--- src/rtl/mf3_pkg.sv ---
// shared types, constants and helper functions for the 3x3 clipped-border median filter
// no dependencies; imported by every module of the block
`default_nettype none

package mf3_pkg;

    localparam int PIX_W = 8;
    localparam int CFG_W = 11;

    typedef logic [PIX_W-1:0] pix_t;
    // slot r*3+c of the 3x3 window, row 0 on top, column 2 newest
    typedef pix_t [8:0] win_t;
    typedef logic [CFG_W-1:0] cfg_data_t;

    typedef enum logic {
        REG_IMAGE_WIDTH  = 1'b0,
        REG_IMAGE_HEIGHT = 1'b1
    } cfg_index_t;

    localparam int unsigned DIM_MIN      = 3;
    localparam int unsigned WIDTH_RESET  = 640;
    localparam int unsigned HEIGHT_RESET = 480;

    localparam pix_t PIX_MIN = '0;
    localparam pix_t PIX_MAX = '1;

    // window slots dropped at each image edge
    localparam logic [8:0] CLIP_TOP    = 9'b000_000_111;
    localparam logic [8:0] CLIP_BOTTOM = 9'b111_000_000;
    localparam logic [8:0] CLIP_LEFT   = 9'b001_001_001;
    localparam logic [8:0] CLIP_RIGHT  = 9'b100_100_100;
    // dropped edge-centre slots pad low, dropped corner slots pad high, so the
    // wanted middle pair always lands on sorted ranks 3 and 4 of nine
    localparam logic [8:0] LOW_PAD     = 9'b010_101_010;

    // one operation handed from the front to the back
    typedef struct packed {
        pix_t pixel;      // bottom row value, zero while draining
        logic col_shift;  // shift a fresh column in, else shift zeros
        logic wr_en;      // update the line memory
        logic gate_a;     // upper line holds data of this frame
        logic gate_b;     // middle line holds data of this frame
        logic pre;        // right-edge result taken from a zero shift first
        logic prod;       // a result leaves for this item
        logic top;
        logic bottom;
        logic left;
        logic right;
        logic frame_end;
    } op_t;

    typedef struct packed {
        logic full;       // all nine values inside the image
        logic frame_end;
    } sort_tag_t;

    function automatic win_t win_shift(win_t v, pix_t top, pix_t mid, pix_t bot);
        win_t r;
        r[0] = v[1];
        r[1] = v[2];
        r[2] = top;
        r[3] = v[4];
        r[4] = v[5];
        r[5] = mid;
        r[6] = v[7];
        r[7] = v[8];
        r[8] = bot;
        return r;
    endfunction

    function automatic win_t pad_window(win_t v, logic [8:0] clip);
        win_t r;
        for (int i = 0; i < 9; i++) begin
            if (clip[i]) begin
                r[i] = LOW_PAD[i] ? PIX_MIN : PIX_MAX;
            end else begin
                r[i] = v[i];
            end
        end
        return r;
    endfunction

    // one phase of odd-even transposition sort, ascending
    function automatic win_t oet_phase(win_t v, logic odd);
        win_t r;
        r = v;
        if (!odd) begin
            for (int k = 0; k < 4; k++) begin
                if (v[2*k] > v[2*k+1]) begin
                    r[2*k]   = v[2*k+1];
                    r[2*k+1] = v[2*k];
                end
            end
        end else begin
            for (int k = 0; k < 4; k++) begin
                if (v[2*k+1] > v[2*k+2]) begin
                    r[2*k+1] = v[2*k+2];
                    r[2*k+2] = v[2*k+1];
                end
            end
        end
        return r;
    endfunction

endpackage

`default_nettype wire

--- src/rtl/mf3_queue.sv ---
// short operation queue between the front end and the back end
// depends on mf3_pkg for the operation type
`default_nettype none

module mf3_queue #(
    parameter int AW    = 10,
    parameter int DEPTH = 4
) (
    input  logic          aclk,
    input  logic          aresetn,
    input  logic          push,
    input  mf3_pkg::op_t  op_in,
    input  logic [AW-1:0] addr_in,
    output logic          not_full,
    input  logic          pop,
    output logic          out_valid,
    output mf3_pkg::op_t  op_out,
    output logic [AW-1:0] addr_out
);
    import mf3_pkg::*;

    localparam int PW  = (DEPTH > 1) ? $clog2(DEPTH) : 1;
    localparam int CNW = $clog2(DEPTH + 1);

    op_t             op_mem   [DEPTH];
    logic [AW-1:0]   addr_mem [DEPTH];
    logic [PW-1:0]   wr_ptr_reg, wr_ptr_next, rd_ptr_reg, rd_ptr_next;
    logic [CNW-1:0]  count_reg, count_next;
    logic            do_push;
    logic            do_pop;

    assign not_full  = (count_reg != CNW'(DEPTH));
    assign out_valid = (count_reg != '0);
    assign op_out    = op_mem[rd_ptr_reg];
    assign addr_out  = addr_mem[rd_ptr_reg];

    always_comb begin
        do_push     = push && not_full;
        do_pop      = pop && out_valid;
        wr_ptr_next = wr_ptr_reg;
        rd_ptr_next = rd_ptr_reg;
        count_next  = count_reg;
        if (do_push) begin
            wr_ptr_next = (wr_ptr_reg == PW'(DEPTH - 1)) ? '0 : wr_ptr_reg + PW'(1);
        end
        if (do_pop) begin
            rd_ptr_next = (rd_ptr_reg == PW'(DEPTH - 1)) ? '0 : rd_ptr_reg + PW'(1);
        end
        if (do_push && !do_pop) begin
            count_next = count_reg + CNW'(1);
        end else if (do_pop && !do_push) begin
            count_next = count_reg - CNW'(1);
        end
    end

    always_ff @(posedge aclk) begin
        if (!aresetn) begin
            wr_ptr_reg <= '0;
            rd_ptr_reg <= '0;
            count_reg  <= '0;
        end else begin
            wr_ptr_reg <= wr_ptr_next;
            rd_ptr_reg <= rd_ptr_next;
            count_reg  <= count_next;
        end
    end

    always_ff @(posedge aclk) begin
        if (do_push) begin
            op_mem[wr_ptr_reg]   <= op_in;
            addr_mem[wr_ptr_reg] <= addr_in;
        end
    end

endmodule

`default_nettype wire

--- config.mk ---
export PLATFORM = sky130hd
export DESIGN_NAME = mf3_queue
export DESIGN_NICKNAME = d
export VERILOG_FILES = /design/src/rtl/mf3_pkg.sv /design/src/rtl/mf3_queue.sv
export SDC_FILE = /design/constraint.sdc
export NUM_CORES = 1
export LEC_CHECK = 0
export BUFFER_PORTS_ARGS = -buffer_cell sky130_fd_sc_hd__clkbuf_2
export CAP_MARGIN = 20
export CORE_MARGIN = 1.5
export CORE_UTILIZATION = 60
export CTS_CLUSTER_SIZE = 14
export DETAILED_ROUTE_END_ITERATION = 8
export PLACE_DENSITY = 0.9
export SETUP_SLACK_MARGIN = 0.4
export SYNTH_ARGS = -nofsm -noshare
export SYNTH_HDL_FRONTEND = slang
export SYNTH_SLANG_ARGS = --single-unit
--- constraint.sdc ---
create_clock -name aclk -period 4.98 [get_ports aclk]
set_input_delay 0.498 -clock aclk [delete_from_list [all_inputs] [get_ports aclk]]
set_output_delay 0.498 -clock aclk [all_outputs]
set_load 0.02 [all_outputs]
==> reports/summary.txt, run 1 <==
Pwr Density = 581 mW/mm^2
Root Buffer = clkbuf_8
max reg flops = 76
Area growth syn-to-layout = 21.9%
Mapped Area = 0.00467 sq mm
final setup margin = 2220 ps
Worst Hold Slack = 210 ps
Clk pwr share = 0.383
P_leak = 1.99 nW
top routing layer in use = met4
Critical Path End Type = output port
die footprint = 0.00831 sq mm
Worst slew margin = 0.469
Syn. warnings = 0
share of layout cells above drive strength 1 = 0.454
synth top area cells = edfxtp_1, mux4_2, dfxtp_1
Sw Share = 0.277
Pwr Total = 3.31 mW
Worst Hold Depth = 1
initial core utilization = 0.633
Synth Flop Type = edfxtp_1
CP max-delay cell = dfxtp_1
DR WL/cell = 23.4 um
wire length on met2 = 4830 um
FP Rows = 31
Worst Max-Slew Pin Slew = 795 ps
Hold Vio Cnt, Final = 0
Antenna Cells = 0
Fmax = 363 MHz
outcome = complete, no violations
met3 wire length = 480 um
share of the synthesized area in the top cell type = 0.747
Maximum Capacitance Violations = 0
post-synth cell types = 27
setup total negative slack = 0 ps
setup repair bufs after CTS = 0
met1 wire length = 3710 um
DRT antenna net count = 0
CP Cell Sequence = buf_4 -> mux4_2 -> clkbuf_2
post-route minimum period = 2760 ps
Max Root-Sink Buffers = 2
vias per cell = 5.85
Worst Hold Endpoint = op_mem[2][5]
# H-tree levels = 4
required time of the critical path = 4480 ps
Port Buffers = 63
count of final max-slew check failures = 0
Post-synth top cells = edfxtp_1, mux4_2, dfxtp_1
Hold WC Path Type = in2reg
fin nets = 318
Synth Net Count = 242
Flop pwr share = 0.412
count leader, synth = edfxtp_1
syn_area_per_cell = 23.1 sq um
Reg2Reg Launch Point = count_reg[1]
CP Max Fanout = 16
vias in the first global route = 2361
critical path class = reg2out
Worst EP arrival = 2260 ps
WL final = 9110 um
hold_sp = op_in[5]
Vias = 2280
router iterations before antenna repair = 4
dpl ws = 2570 ps
core region area = 0.00737 sq mm
Startpoint Class = register
initial antenna violation count = 0
first-pass GRT wire length = 13600 um
worst clock skew = 7.18 ps
# DRC = 0
clock insertion delay at the later pin of the skew report = 510 ps
hpwl dp = 4870 um
sequential share of the synthesized area = 0.785
number of synthesized register bits = 125
CTS resizes = 0
worst IR drop on VDD = 0.383 mV
FFs w/ async S/R, synth = 0
Synth area leader = edfxtp_1
crit share post-route = 0.554
largest net degree at the start of global routing = 30
Die W = 91.2 um
Power Internal = 2.39 mW
Worst R2R End = count_reg[2]
GP Congestion = 0.721
CP max stage delay = 830 ps
grt total ovfl = 0
I/O pin count = 64
Gate power share = 0.206
RSZ-0062 raised after global routing = no
post-cts hold buffer count = 0
Post-synth EDFFs = 116
Psw = 0.917 mW
CTS tree = yes
R2R Setup Slk = 2570 ps
total CTS buffers = 17
DRT iter0 DRCs = 181
clock tree sinks = 125
Die Span Y = 91.2 um
Worst-path clk slew = 60 ps
Mapped Cells = 202
GRT Overall Usage = 0.234
worst r2r path cells = 7
Final setup viols = 0
## worst max path at each step
stage,slack (ps),cells past startpoint,start,endpoint
6_report,2220,3,register,op_out[6]
5_1_grt,2160,3,register,op_out[6]
4_1_cts,2040,2,register,addr_out[1]
3_3_place_gp,2600,2,register,op_out[5]
2_1_floorplan,2800,7,count_reg[0],count_reg[2]
3_5_place_dp,2570,7,count_reg[0],count_reg[2]
## critical path, delay by kind of cell, from the launching register on
family / cells / cell delay (ps)
flip-flops: 1 / 830
buffers and inverters: 2 / 550
multiplexers: 1 / 360
## per-layer routing
metal	track usage	up-vias
li1	-	1000
met1	0.295	1177
met2	0.386	88
met3	0.0871	15
met4	0.0625	0
met5	0	-
## layout by cell type (no fill, tap or decap), types with 3 or more instances in the layout
cell type and n:
and3_2 4, bufinv_16 4, clkbuf_16 16, clkbuf_2 63
clkinvlp_4 4, dfxtp_1 8, edfxtp_1 116, ha_1 6
inv_1 3, mux4_2 29, nand2_1 5, o21ai_0 3
## power by group through the flow
stage                     sequential [mW]  combinational, mW  clock, mW
final                                1.36              0.679       1.27
after global routing                 1.37              0.729       1.32
after CTS                            1.39              0.647       1.27
after detailed placement             1.41              0.638          0
after global placement               1.40              0.622          0
after floorplan                      1.33              0.519          0
## stage by stage
step | instances | area, sq um | util
after CTS | 389 | 5670 | 0.769
after detailed placement | 357 | 5060 | 0.687
after global routing | 390 | 5690 | 0.772
after floorplan | 202 | 4670 | -
after global placement | 357 | 5060 | 0.687
final | 390 | 5690 | 0.772
## logic make-up (layout without fill, tap and decap cells)
kind of cell	count (synthesis)	count (layout)	synth area share
buf+inv	11	100	0.0137
simple gates	20	20	0.0252
compound gates	6	6	0.00751
mux	31	31	0.144
xor+xnor	2	2	0.00376
flops	125	125	0.785
fa+ha+maj	7	7	0.0204
## final cells by class
class                      instances  area, sq um
multi-input combinational         66          938
tap                               99          124
sequential                       125         3660
timing repair buffer              65          343
fill                             396         1680
clock inverter                    15          194
clock buffer                      17          414
inverter                           3         11.3
No activity file was read; power rests on OpenSTA's default activity.
==> inputs of run 2 (changes only) <==
--- a/config.mk
+++ b/config.mk
@@ -8,10 +8,10 @@
 export BUFFER_PORTS_ARGS = -buffer_cell sky130_fd_sc_hd__clkbuf_2
 export CAP_MARGIN = 20
 export CORE_MARGIN = 1.5
-export CORE_UTILIZATION = 60
+export CORE_UTILIZATION = 51
 export CTS_CLUSTER_SIZE = 14
 export DETAILED_ROUTE_END_ITERATION = 8
-export PLACE_DENSITY = 0.9
+export PLACE_DENSITY = 0.82
 export SETUP_SLACK_MARGIN = 0.4
 export SYNTH_ARGS = -nofsm -noshare
 export SYNTH_HDL_FRONTEND = slang
==> constraint.sdc (replaced) <==
create_clock -name aclk -period 2.5 [get_ports aclk]
set_input_delay 0.25 -clock aclk [delete_from_list [all_inputs] [get_ports aclk]]
set_output_delay 0.25 -clock aclk [all_outputs]
set_load 0.02 [all_outputs]
==> reports/summary.txt, run 2 (same netlist as run 1, synthesis figures left out) <==
outcome = finished, violations left
die footprint = 0.00973 sq mm (+17%)
CTS tree = yes
Clk pwr share = 0.377 (-0.006)
commonest cells after routing, fill and taps aside = edfxtp_1, clkbuf_2, mux4_2, dlygate4sd3_1, clkbuf_16
Startpoint Class = register
Maximum Capacitance Violations = 0 (unchanged)
RSZ-0062 raised after global routing = yes
fin nets = 354 (+11%)
worst clock skew = 6.15 ps (-1.03 ps)
share of layout cells above drive strength 1 = 0.453 (-0.00101)
Die Span Y = 98.6 um (+8.2%)
grt total ovfl = 0 (unchanged)
max reg flops = 76 (unchanged)
Vias = 2313 (+1.4%)
clock insertion delay at the later pin of the skew report = 500 ps (about the same)
I/O pin count = 64 (unchanged)
GRT Overall Usage = 0.178 (-0.0562)
fin area = 0.00615 sq mm (+8.0%)
Worst Max-Slew Pin Slew = 791 ps (-4.18 ps)
Power Internal = 5.03 mW (+110%)
worst IR drop on VDD = 0.667 mV (+74%)
Hold Vio Cnt, Final = 0 (unchanged)
vias per cell = 5.32 (-9.0%)
FP Rows = 34 (+9.7%)
post-route minimum period = 2040 ps
Worst EP arrival = 2460 ps (+200 ps)
worst r2r path cells = 8 (+1)
Area after DPL = 0.00513 sq mm (+1.3%)
Worst Hold Slack = 55.4 ps (-154 ps)
Area growth syn-to-layout = 31.7%
first-pass GRT wire length = 12600 um (-7.6%)
CP Max Fanout = 5 (-11)
Critical Path End Type = register
Worst Hold Depth = 3 (+2)
Final setup viols = 0 (unchanged)
Gate power share = 0.233 (+0.027)
clock tree sinks = 125 (unchanged)
Antenna Cells = 0 (unchanged)
initial core utilization = 0.530 (-0.103)
DR WL/cell = 18.4 um (-21%)
initial antenna violation count = 0 (unchanged)
router iterations before antenna repair = 7 (+3)
Max Root-Sink Buffers = 2 (unchanged)
Hold WC Path Type = in2reg
Worst slew margin = 0.473 (+0.00351)
Worst-path clk slew = 60 ps (about the same)
GP Congestion = 0.741 (+2.8%)
crit share post-route = 0.817
# DRC = 7 (+7)
largest net degree at the start of global routing = 30 (unchanged)
count of final max-slew check failures = 0 (unchanged)
total CTS buffers = 17 (unchanged)
WL final = 8020 um (-12%)
hpwl dp = 4680 um (-3.9%)
most common cell after layout, fill and taps aside = edfxtp_1
required time of the critical path = 2920 ps (-1560 ps)
critical path class = reg2reg
# H-tree levels = 4 (unchanged)
Fmax = 490 MHz
Pwr Density = 1120 mW/mm^2 (+92%)
Port Buffers = 63 (unchanged)
setup total negative slack = 0 ps (unchanged)
P_leak = 2.18 nW (+9.2%)
Die W = 98.6 um (+8.2%)
core region area = 0.00881 sq mm (+19%)
Sw Share = 0.266 (-0.0116)
Flop pwr share = 0.390 (-0.022)
Root Buffer = clkbuf_8
vias in the first global route = 2465 (+4.4%)
DRT iter0 DRCs = 77 (-57%)
failing checks = DRC
DRT antenna net count = 0 (unchanged)
Psw = 1.82 mW (+99%)
==> run 2: worst max-delay path, cell delays in order, from the launching register on <==
cell,delay (ps)
dfxtp_4,360
or3b_4,400
and2_4,180
ha_4,160
inv_1,60
fa_2,180
xor2_1,70
or3_2,420
a21boi_2,130
==> run 2: power by group through the flow <==
stage	logic [mW]	clock network, mW	registers [mW]
finish	1.60	2.58	2.68
detailed placement	1.43	0	2.73
global route	1.72	2.71	2.69
CTS	1.58	2.61	2.67
global placement	1.40	0	2.71
floorplan	1.04	0	2.66
==> run 2: final timing paths <==
kind                                     from            end  slack (ps)
worst max-delay path             count_reg[1]   count_reg[2]         460
worst min-delay path                     push  wr_ptr_reg[0]          60
worst max register to register   count_reg[1]   count_reg[2]         460
worst min register to register  wr_ptr_reg[1]  wr_ptr_reg[1]         510
==> run 2: cell type report <==
class / instances / area, sq um
flip-flops and latches: 125 / 3680
fillers: 543 / 2660
multi-input cells: 66 / 973
repair buffers: 101 / 714
clock buffers: 18 / 418
clock inverters: 14 / 218
well taps: 108 / 135
inverters: 3 / 11.3
==> run 2: metrics by stage <==
step / utilization / cells / worst slack [ps] / power (mW)
2_1_floorplan: - / 202 / 408 / 3.70
3_3_place_gp: 0.582 / 368 / 408 / 4.11
3_5_place_dp: 0.582 / 368 / 270 / 4.16
4_1_cts: 0.694 / 432 / 411 / 6.87
5_1_grt: 0.698 / 435 / 399 / 7.12
6_report: 0.698 / 435 / 457 / 6.86
==> run 2: what timing repair did <==
action,CTS,global route
pin swaps,2,2
endpoints found under the hold margin,116,0
hold buffers,29,0
buffers inserted,3,3
setup endpoints to repair,30,2
resized for setup,5,4
==> run 2: per-layer routing <==
metal / track usage / vias to the layer above / share of wire
li1: - / 1061 / -
met1: 0.233 / 1177 / 0.44
met2: 0.286 / 70 / 0.51
met3: 0.0539 / 5 / 0.042
met4: 0.0659 / 0 / 0.0062
met5: 0 / - / 0
