==> src/rtl/mf3_pkg.sv <==
// shared types, constants and helper functions for the 3x3 clipped-border median filter
// no dependencies; imported by every module of the block
`default_nettype none

package mf3_pkg;

    localparam int PIX_W = 8;
    localparam int CFG_W = 11;

    typedef logic [PIX_W-1:0] pix_t;
    // slot r*3+c of the 3x3 window, row 0 on top, column 2 newest
    typedef pix_t [8:0] win_t;
    typedef logic [CFG_W-1:0] cfg_data_t;

    typedef enum logic {
        REG_IMAGE_WIDTH  = 1'b0,
        REG_IMAGE_HEIGHT = 1'b1
    } cfg_index_t;

    localparam int unsigned DIM_MIN      = 3;
    localparam int unsigned WIDTH_RESET  = 640;
    localparam int unsigned HEIGHT_RESET = 480;

    localparam pix_t PIX_MIN = '0;
    localparam pix_t PIX_MAX = '1;

    // window slots dropped at each image edge
    localparam logic [8:0] CLIP_TOP    = 9'b000_000_111;
    localparam logic [8:0] CLIP_BOTTOM = 9'b111_000_000;
    localparam logic [8:0] CLIP_LEFT   = 9'b001_001_001;
    localparam logic [8:0] CLIP_RIGHT  = 9'b100_100_100;
    // dropped edge-centre slots pad low, dropped corner slots pad high, so the
    // wanted middle pair always lands on sorted ranks 3 and 4 of nine
    localparam logic [8:0] LOW_PAD     = 9'b010_101_010;

    // one operation handed from the front to the back
    typedef struct packed {
        pix_t pixel;      // bottom row value, zero while draining
        logic col_shift;  // shift a fresh column in, else shift zeros
        logic wr_en;      // update the line memory
        logic gate_a;     // upper line holds data of this frame
        logic gate_b;     // middle line holds data of this frame
        logic pre;        // right-edge result taken from a zero shift first
        logic prod;       // a result leaves for this item
        logic top;
        logic bottom;
        logic left;
        logic right;
        logic frame_end;
    } op_t;

    typedef struct packed {
        logic full;       // all nine values inside the image
        logic frame_end;
    } sort_tag_t;

    function automatic win_t win_shift(win_t v, pix_t top, pix_t mid, pix_t bot);
        win_t r;
        r[0] = v[1];
        r[1] = v[2];
        r[2] = top;
        r[3] = v[4];
        r[4] = v[5];
        r[5] = mid;
        r[6] = v[7];
        r[7] = v[8];
        r[8] = bot;
        return r;
    endfunction

    function automatic win_t pad_window(win_t v, logic [8:0] clip);
        win_t r;
        for (int i = 0; i < 9; i++) begin
            if (clip[i]) begin
                r[i] = LOW_PAD[i] ? PIX_MIN : PIX_MAX;
            end else begin
                r[i] = v[i];
            end
        end
        return r;
    endfunction

    // one phase of odd-even transposition sort, ascending
    function automatic win_t oet_phase(win_t v, logic odd);
        win_t r;
        r = v;
        if (!odd) begin
            for (int k = 0; k < 4; k++) begin
                if (v[2*k] > v[2*k+1]) begin
                    r[2*k]   = v[2*k+1];
                    r[2*k+1] = v[2*k];
                end
            end
        end else begin
            for (int k = 0; k < 4; k++) begin
                if (v[2*k+1] > v[2*k+2]) begin
                    r[2*k+1] = v[2*k+2];
                    r[2*k+2] = v[2*k+1];
                end
            end
        end
        return r;
    endfunction

endpackage

`default_nettype wire

==> src/rtl/mf3_front.sv <==
// front end: configuration registers, raster position counters and item classification
// depends on mf3_pkg; feeds operations into mf3_queue
`default_nettype none

module mf3_front #(
    parameter int MAX_WIDTH  = 1024,
    parameter int MAX_HEIGHT = 1024
) (
    input  logic                           aclk,
    input  logic                           aresetn,
    input  logic                           cfg_wr_en,
    input  mf3_pkg::cfg_index_t            cfg_index,
    input  mf3_pkg::cfg_data_t             cfg_data,
    input  logic                           s_valid,
    output logic                           s_ready,
    input  mf3_pkg::pix_t                  s_pixel_in,
    input  logic                           s_flush,
    input  logic                           q_ready,
    output logic                           q_push,
    output mf3_pkg::op_t                   q_op,
    output logic [$clog2(MAX_WIDTH)-1:0]   q_addr
);
    import mf3_pkg::*;

    localparam int CW = $clog2(MAX_WIDTH + 1);
    localparam int RW = $clog2(MAX_HEIGHT + 1);
    localparam int AW = $clog2(MAX_WIDTH);

    function automatic int unsigned clamp_dim(int unsigned v, int unsigned hi);
        int unsigned r;
        if (v < DIM_MIN) begin
            r = DIM_MIN;
        end else if (v > hi) begin
            r = hi;
        end else begin
            r = v;
        end
        return r;
    endfunction

    logic [CW-1:0] w_reg, w_next, ic_reg, ic_next;
    logic [RW-1:0] h_reg, h_next, ir_reg, ir_next;
    logic          draining;
    logic          drop;
    logic          accept;
    logic          pre;
    logic          main_out;

    assign s_ready = q_ready;
    assign q_addr  = ic_reg[AW-1:0];

    always_comb begin
        draining = (ir_reg == h_reg);
        // a flush while pixels are still coming has no effect
        drop     = s_flush && !draining;
        accept   = s_valid && q_ready;
        q_push   = accept && !drop;

        pre      = (ic_reg == '0) && (ir_reg >= RW'(2));
        main_out = (ic_reg != '0) && (ir_reg != '0);

        q_op.pixel     = draining ? PIX_MIN : s_pixel_in;
        q_op.col_shift = (ic_reg < w_reg);
        q_op.wr_en     = !draining;
        q_op.gate_a    = (ir_reg >= RW'(2));
        q_op.gate_b    = (ir_reg != '0);
        q_op.pre       = pre;
        q_op.prod      = pre || main_out;
        q_op.top       = pre ? (ir_reg == RW'(2)) : (ir_reg == RW'(1));
        q_op.bottom    = !pre && draining;
        q_op.left      = !pre && (ic_reg == CW'(1));
        q_op.right     = pre || (ic_reg == w_reg);
        q_op.frame_end = main_out && draining && (ic_reg == w_reg);

        w_next  = w_reg;
        h_next  = h_reg;
        ic_next = ic_reg;
        ir_next = ir_reg;
        if (cfg_wr_en) begin
            unique case (cfg_index)
                REG_IMAGE_WIDTH: begin
                    w_next = CW'(clamp_dim(32'(cfg_data), 32'(MAX_WIDTH)));
                end
                REG_IMAGE_HEIGHT: begin
                    h_next = RW'(clamp_dim(32'(cfg_data), 32'(MAX_HEIGHT)));
                end
            endcase
            ic_next = '0;
            ir_next = '0;
        end else if (q_push) begin
            if (!draining) begin
                if (ic_reg == w_reg - CW'(1)) begin
                    ic_next = '0;
                    ir_next = ir_reg + RW'(1);
                end else begin
                    ic_next = ic_reg + CW'(1);
                end
            end else if (ic_reg == w_reg) begin
                // drain done, next frame starts
                ic_next = '0;
                ir_next = '0;
            end else begin
                ic_next = ic_reg + CW'(1);
            end
        end
    end

    always_ff @(posedge aclk) begin
        if (!aresetn) begin
            w_reg  <= CW'(clamp_dim(WIDTH_RESET, 32'(MAX_WIDTH)));
            h_reg  <= RW'(clamp_dim(HEIGHT_RESET, 32'(MAX_HEIGHT)));
            ic_reg <= '0;
            ir_reg <= '0;
        end else begin
            w_reg  <= w_next;
            h_reg  <= h_next;
            ic_reg <= ic_next;
            ir_reg <= ir_next;
        end
    end

endmodule

`default_nettype wire

==> config.mk <==
export PLATFORM = sky130hd
export DESIGN_NAME = mf3_front
export DESIGN_NICKNAME = d
export VERILOG_FILES = /design/src/rtl/mf3_pkg.sv /design/src/rtl/mf3_front.sv
export SDC_FILE = /design/constraint.sdc
export NUM_CORES = 1
export LEC_CHECK = 0
export ABC_AREA = 0
export BUFFER_PORTS_ARGS = -buffer_cell sky130_fd_sc_hd__clkbuf_2
export CAP_MARGIN = 20
export CORE_MARGIN = 8
export CORE_UTILIZATION = 45
export CTS_CLUSTER_SIZE = 40
export DETAILED_ROUTE_END_ITERATION = 10
export GPL_TIMING_DRIVEN = 1
export MAX_ROUTING_LAYER = met4
export PLACE_DENSITY_LB_ADDON = 0.12
export SLEW_MARGIN = 20
export SYNTH_ARGS = -nofsm -noshare
export SYNTH_HDL_FRONTEND = slang
export SYNTH_SLANG_ARGS = --single-unit
==> constraint.sdc <==
create_clock -name aclk -period 2.3 [get_ports aclk]
set_clock_uncertainty 0.1 [all_clocks]
set_input_delay 0.46 -clock aclk [delete_from_list [all_inputs] [get_ports aclk]]
set_output_delay 0.46 -clock aclk [all_outputs]
set_load 0.01 [all_outputs]
==> results of run 1 <==
-- worst max-delay path: cells and delay by family, from the launching register on --
kind,cells,cell delay (ps)
fa+ha+maj,1,210
flops,1,360
buf+inv,2,220
simple gates,1,120
compound gates,6,810
-- final cells by class --
class	instances	area (um^2)	area share, %
clock inverter	1	5.005	0.1073
sequential	44	922.1	19.77
tap	96	120.1	2.575
inverter	24	95.09	2.039
clock buffer	6	72.57	1.556
timing repair buffer	143	1131	24.25
multi-input combinational	296	2318	49.70
-- path summary, 6_finish.rpt --
kind	start	to	slack [ps]	cells after the start
hold / removal	cfg_data[3]	w_reg[3]$_SDFFE_PN0P_	350	3
setup / recovery	w_reg[1]$_SDFFE_PN0P_	q_op[10]	-260	10
setup reg to reg	w_reg[1]$_SDFFE_PN0P_	ir_reg[7]$_SDFFE_PP0P_	-210	12
hold reg to reg	h_reg[10]$_SDFFE_PN0P_	h_reg[10]$_SDFFE_PN0P_	380	2
-- routing by layer --
metal	track usage, %	wire [um]	vias to the layer above
met5	-	0	-
met4	4.424	78	0
met3	4.120	459	6
met2	30.43	4097	84
met1	23.65	4563	1474
li1	-	-	1611
-- metrics by stage --
step / setup WS [ps] / TNS [ps]
global placement: -159.5 / -1586
floorplan: -29.63 / -31.67
CTS: -262.8 / -5177
global route: -372.6 / -9029
finish: -263.2 / -5099
detailed placement: -243.2 / -2943
-- power by group --
| group | internal [mW] | total (mW) | switching, mW |
|---|---|---|---|
| Sequential | 0.772 | 0.789 | 0.0162 |
| Clock | 0.207 | 0.468 | 0.261 |
| Combinational | 0.172 | 0.324 | 0.152 |
-- timing repair --
action / 4_1_cts / 5_1_grt
setup endpoints to repair: 39 / 40
resized for setup: 78 / 63
gates cloned: 2 / 0
setup buffers: 19 / 2
pin swaps: 47 / 13
-- placed cells by master (no fill, tap or decap), types with 3 or more instances in the layout --
master and n:
dfxtp_4 7, xnor2_1 9, inv_1 17, inv_2 5
ha_4 6, nand3b_1 7, o21ai_0 5, buf_6 24
a21boi_0 12, nor4_4 3, o21ai_1 3, o311ai_0 3
a21oi_1 12, nor4_2 3, nor2_2 12, o211ai_1 3
or3_4 3, nor2b_1 6, nand3_1 17, clkbuf_8 5
buf_4 72, dfxtp_1 25, a21oi_2 5, nand2_1 45
nand4_1 10, buf_2 3, nor3b_1 6, nor4_1 6
ha_1 13, and2_4 8, nor3_1 6, nor2_1 16
clkbuf_2 39, nand2b_1 6, xor2_1 18, dfxtp_2 12
or3_1 3
-- kinds of logic (layout without fill, tap and decap cells) --
group | Yosys count | after routing | synth area share (%)
compound gates | 64 | 64 | 15.07
xor+xnor | 29 | 29 | 8.053
fa+ha+maj | 19 | 19 | 7.537
buf+inv | 60 | 174 | 9.123
flops | 44 | 44 | 27.93
mux | 3 | 3 | 1.031
simple gates | 181 | 181 | 31.26
==> flow_summary_export.csv, run 1 <==
group,metric,value,unit
yosys,seq_area_frac_synth,27.93,%
finish,area_delta_synth_final,47.88,%
yosys,synth-async-reset-ratio,0,%
global_route,grt_pass1_vias,3218,
routing,route.detailed.drc,0,
clock_tree,clock-sinks,44,
finish,finalCoreUtilization,68.66,%
timing,finalSetupViolCount,39,
clock_tree,cts.reportedPaths.clkPinSlew,80,ps
floorplan,io_pins,57,
finish,final_area,4664,um^2
timing,finalCritPeriodShare,111.4,%
global_route,grt_pass1_wl,15150,um
job,cap_viol_max_count,0,
floorplan,initial_core_util,46.43,%
placed_design,place.gp.congestion,0.8873,
yosys,synth_area,3154,um^2
routing,first_pass_iters,4,
routing,vias_per_cell,5.205,
routing,wl,9198,um
timing,worstMarginPinSlew,609.4,ps
placed_design,io_buffers,56,
timing,post-route-min-period,2563,ps
clock_tree,htree_num_levels,2,
critical_path,endpoint_kind,"output port",
yosys,synthMostInstantiatedCell,"nand2_1",
yosys,netlist_top_cells_area,"dfxtp_1 (28%), ha_1 (7.5%), nand2_1 (5.7%)",
clock_tree,cts_tree,"yes",
finish,drive_gt1_share,47.28,%
routing,initialDrtViolationCount,165,
yosys,synth_edf_count,0,
worst_hold_path,worst_hold_path_type,"primary input to flip-flop",
yosys,synth_warnings,0,
critical_path,cp.required,1740,ps
critical_path,cpMaxStageDelayCell,"dfxtp_2",
yosys,syn_avg_cell_area,7.886,um^2
timing,rsz0062_at_grt,"true",
finish,diodes,0,
clock_tree,numCtsBuffers,5,
power,vdd_drop_max,0.2052,mV
power,powerDensity,338.8,nW/um^2
clock_tree,hold_buffers,0,
critical_path,cp.arrival,2000,ps
yosys,ys_ff_latch,44,
critical_path,path_cells,"inv_4, ha_4, nor2b_1, o21a_1, o21ai_2, a21oi_1, o21ai_1, a21oi_2, o41ai_2, buf_2",
yosys,syn_nets,445,
global_route,grtUsageTotal,18.97,%
timing,fmax,390.1,MHz
floorplan,core,6794,um^2
timing,max-slew-margin-rel,59.29,%
power,p_total,1.580,mW
global_route,grt_max_degree,24,
outcome,violations,"setup timing",
placed_design,dpl_cell_area,3891,um^2
finish,final_cells,610,
floorplan,dieWidth,99.72,um
clock_tree,cts_buffer_depth,2,
routing,ant_nets,0,
placed_design,dp_hpwl,6749,um
floorplan,die_area,9944,um^2
yosys,synth.distinct_cells,56,
power,p_leak,2.020,nW
timing,hold_viol,0,
yosys,ys.flop_type,"dfxtp_1",
critical_path,cpPeakStageDelay,360,ps
timing,fin_ws,-263.2,ps
placed_design,dp_cells,580,
critical_path,cp_max_fo,2,
floorplan,num_rows,30,
timing,hold_ws,349.9,ps
finish,fin_nets,559,
floorplan,dieHeight,99.72,um
finish,fillers,541,
yosys,postSynthCellCount,400,
critical_path,cp-start-kind,"flip-flop",
critical_path,path_class,"flip-flop to output port",
routing,wl_per_cell,15.08,um
routing,via_count,3175,
yosys,synth.largest_area_cell,"dfxtp_1",
global_route,grt_overflow,0,
clock_tree,cts_root_buf,"clkbuf_8",
yosys,synth_top_area_share,27.93,%
outcome,outcome,"finished with violations",
global_route,antenna_found_initial,0,
clock_tree,clk_latency,300,ps
timing,slew_viol_final,0,
yosys,ys_top_cells_by_count,"nand2_1 (48), dfxtp_1 (44), nor2_1 (29)",
Note: power is estimated with default switching activity, not from simulation.
==> run 2: changes to the inputs <==
--- a/config.mk
+++ b/config.mk
@@ -8,7 +8,7 @@
 export ABC_AREA = 0
 export BUFFER_PORTS_ARGS = -buffer_cell sky130_fd_sc_hd__clkbuf_2
 export CAP_MARGIN = 20
-export CORE_MARGIN = 8
+export CORE_MARGIN = 2
 export CORE_UTILIZATION = 45
 export CTS_CLUSTER_SIZE = 40
 export DETAILED_ROUTE_END_ITERATION = 10
==> flow_summary_export.csv, run 2 (synthesis results as in run 1) <==
group,metric,value,unit
timing,slew_viol_final,0,
power,vdd_drop_max,0.2451,mV
timing,worstMarginPinSlew,707.0,ps
floorplan,dieHeight,87.72,um
placed_design,io_buffers,56,
finish,layout.area.seq,913.4,um^2
timing,fin_ws,-289.8,ps
routing,vias_per_cell,5.242,
routing,wl_per_cell,15.32,um
critical_path,cpMaxStageDelayCell,"dfxtp_4",
routing,first_pass_iters,4,
clock_tree,htree_num_levels,2,
placed_design,dp_hpwl,6498,um
global_route,grtUsageTotal,24.02,%
finish,area_delta_synth_final,48.55,%
global_route,grt_pass1_vias,2990,
global_route,grt_overflow,0,
critical_path,cpPeakStageDelay,370,ps
timing,finalCritPeriodShare,112.6,%
critical_path,cp.arrival,2030,ps
timing,fmax,386.1,MHz
routing,wl,9237,um
power,sw_frac_of_total,27.71,%
floorplan,io_pins,57,
power,comb_power_share,19.1,%
floorplan,dieWidth,87.72,um
floorplan,num_rows,30,
finish,fillers,561,
finish,finalCoreUtilization,68.97,%
power,p_total,1.616,mW
finish,final_cell_mix,"buf_4 (65), nand2_1 (46), clkbuf_2 (39), dfxtp_1 (30), buf_6 (22)",
routing,route.detailed.drc,0,
finish,multi_input_area,2406,um^2
timing,finalSetupViolCount,40,
timing,hold_viol,0,
finish,final_common_cell,"buf_4",
power,clkPwrFrac,32.0,%
power,power.share.sequential,48.9,%
clock_tree,clk_latency,300,ps
clock_tree,numCtsBuffers,5,
placed_design,place.gp.congestion,0.8934,
finish,drive_gt1_share,45.56,%
outcome,violations,"setup timing",
timing,max-slew-margin-rel,52.77,%
clock_tree,cts_buffer_depth,2,
global_route,grt_pass1_wl,14040,um
critical_path,cp-start-kind,"flip-flop",
global_route,antenna_found_initial,0,
clock_tree,hold_buffers,0,
critical_path,path_cells,"buf_12, xor2_2, nor4_2, nand3_2, buf_6, clkbuf_16, and2_4, buf_6",
clock_tree,cts.reportedPaths.clkPinSlew,90,ps
finish,fin_nets,551,
critical_path,worst_path_most_repeated_cell,"buf_6",
routing,initialDrtViolationCount,178,
power,p_int,1.168,mW
clock_tree,cts_tree,"yes",
floorplan,initial_core_util,46.43,%
outcome,outcome,"finished with violations",
worst_hold_path,worst_hold_path_type,"primary input to flip-flop",
timing,post-route-min-period,2590,ps
global_route,grt_max_degree,24,
clock_tree,cts_root_buf,"clkbuf_8",
power,p_switching,0.4477,mW
critical_path,endpoint_kind,"output port",
clock_tree,clock-sinks,44,
timing,rsz0062_at_grt,"true",
finish,diodes,0,
routing,via_count,3161,
floorplan,die_area,7695,um^2
power,powerDensity,344.9,nW/um^2
critical_path,path_class,"flip-flop to output port",
job,cap_viol_max_count,0,
critical_path,cp_max_fo,5,
routing,ant_nets,0,
power,p_leak,2.111,nW
floorplan,core,6794,um^2
timing,hold_ws,345.7,ps
critical_path,cp.required,1740,ps
run 2: final timing paths:
| check | startpoint | endpoint | slack (ps) | depth (start not counted) |
|---|---|---|---|---|
| worst max register to register | w_reg[0]$_SDFFE_PN0P_ | ir_reg[10]$_SDFFE_PP0P_ | -260 | 12 |
| worst max-delay path | ir_reg[5]$_SDFFE_PP0P_ | q_op[16] | -290 | 8 |
| worst min register to register | h_reg[0]$_SDFFE_PN0P_ | h_reg[0]$_SDFFE_PN0P_ | 390 | 2 |
| worst min-delay path | cfg_data[4] | w_reg[4]$_SDFFE_PN0P_ | 350 | 3 |
run 2: critical path: cells and delay by family, from the launching register on:
kind | cells | cell delay (ps)
buf+inv | 4 | 560
simple gates | 3 | 620
xor+xnor | 1 | 170
flops | 1 | 370
run 2: final cells by class:
cell class                 instances  area share [%]
sequential                        44           19.49
inverter                          24           2.029
multi-input combinational        296           51.35
clock buffer                       6           1.762
timing repair buffer             135           22.59
tap                               96           2.563
clock inverter                     2          0.2136
run 2: power by group through the flow:
stage	Combinational, mW	Clock [mW]	Sequential [mW]
finish	0.309	0.517	0.790
global route	0.337	0.558	0.793
detailed placement	0.246	0	0.813
floorplan	0.145	0	0.811
global placement	0.243	0	0.812
CTS	0.264	0.529	0.792
run 2: what timing repair did:
item | 4_1_cts | 5_1_grt
gates cloned | 1 | 1
setup buffers | 11 | 4
resized for setup | 50 | 93
pin swaps | 31 | 29
setup endpoints to repair | 40 | 41
run 2: stage by stage:
stage	area [um^2]	setup TNS, ps	std cells	worst slack [ps]
floorplan	3197	-31.67	400	-29.63
global placement	3904	-2440	580	-218.6
detailed placement	3904	-3909	580	-317.4
CTS	4309	-5755	600	-266.5
global route	4686	-11420	603	-403.2
finish	4686	-6615	603	-289.8
run 2: per-layer routing:
layer | routed length [um] | share of wire (%) | track usage (%)
met2 | 4346 | 47 | 37.60
met4 | 153 | 1.7 | 7.552
met3 | 343 | 3.7 | 3.487
met1 | 4394 | 48 | 31.94
met5 | 0 | 0 | -
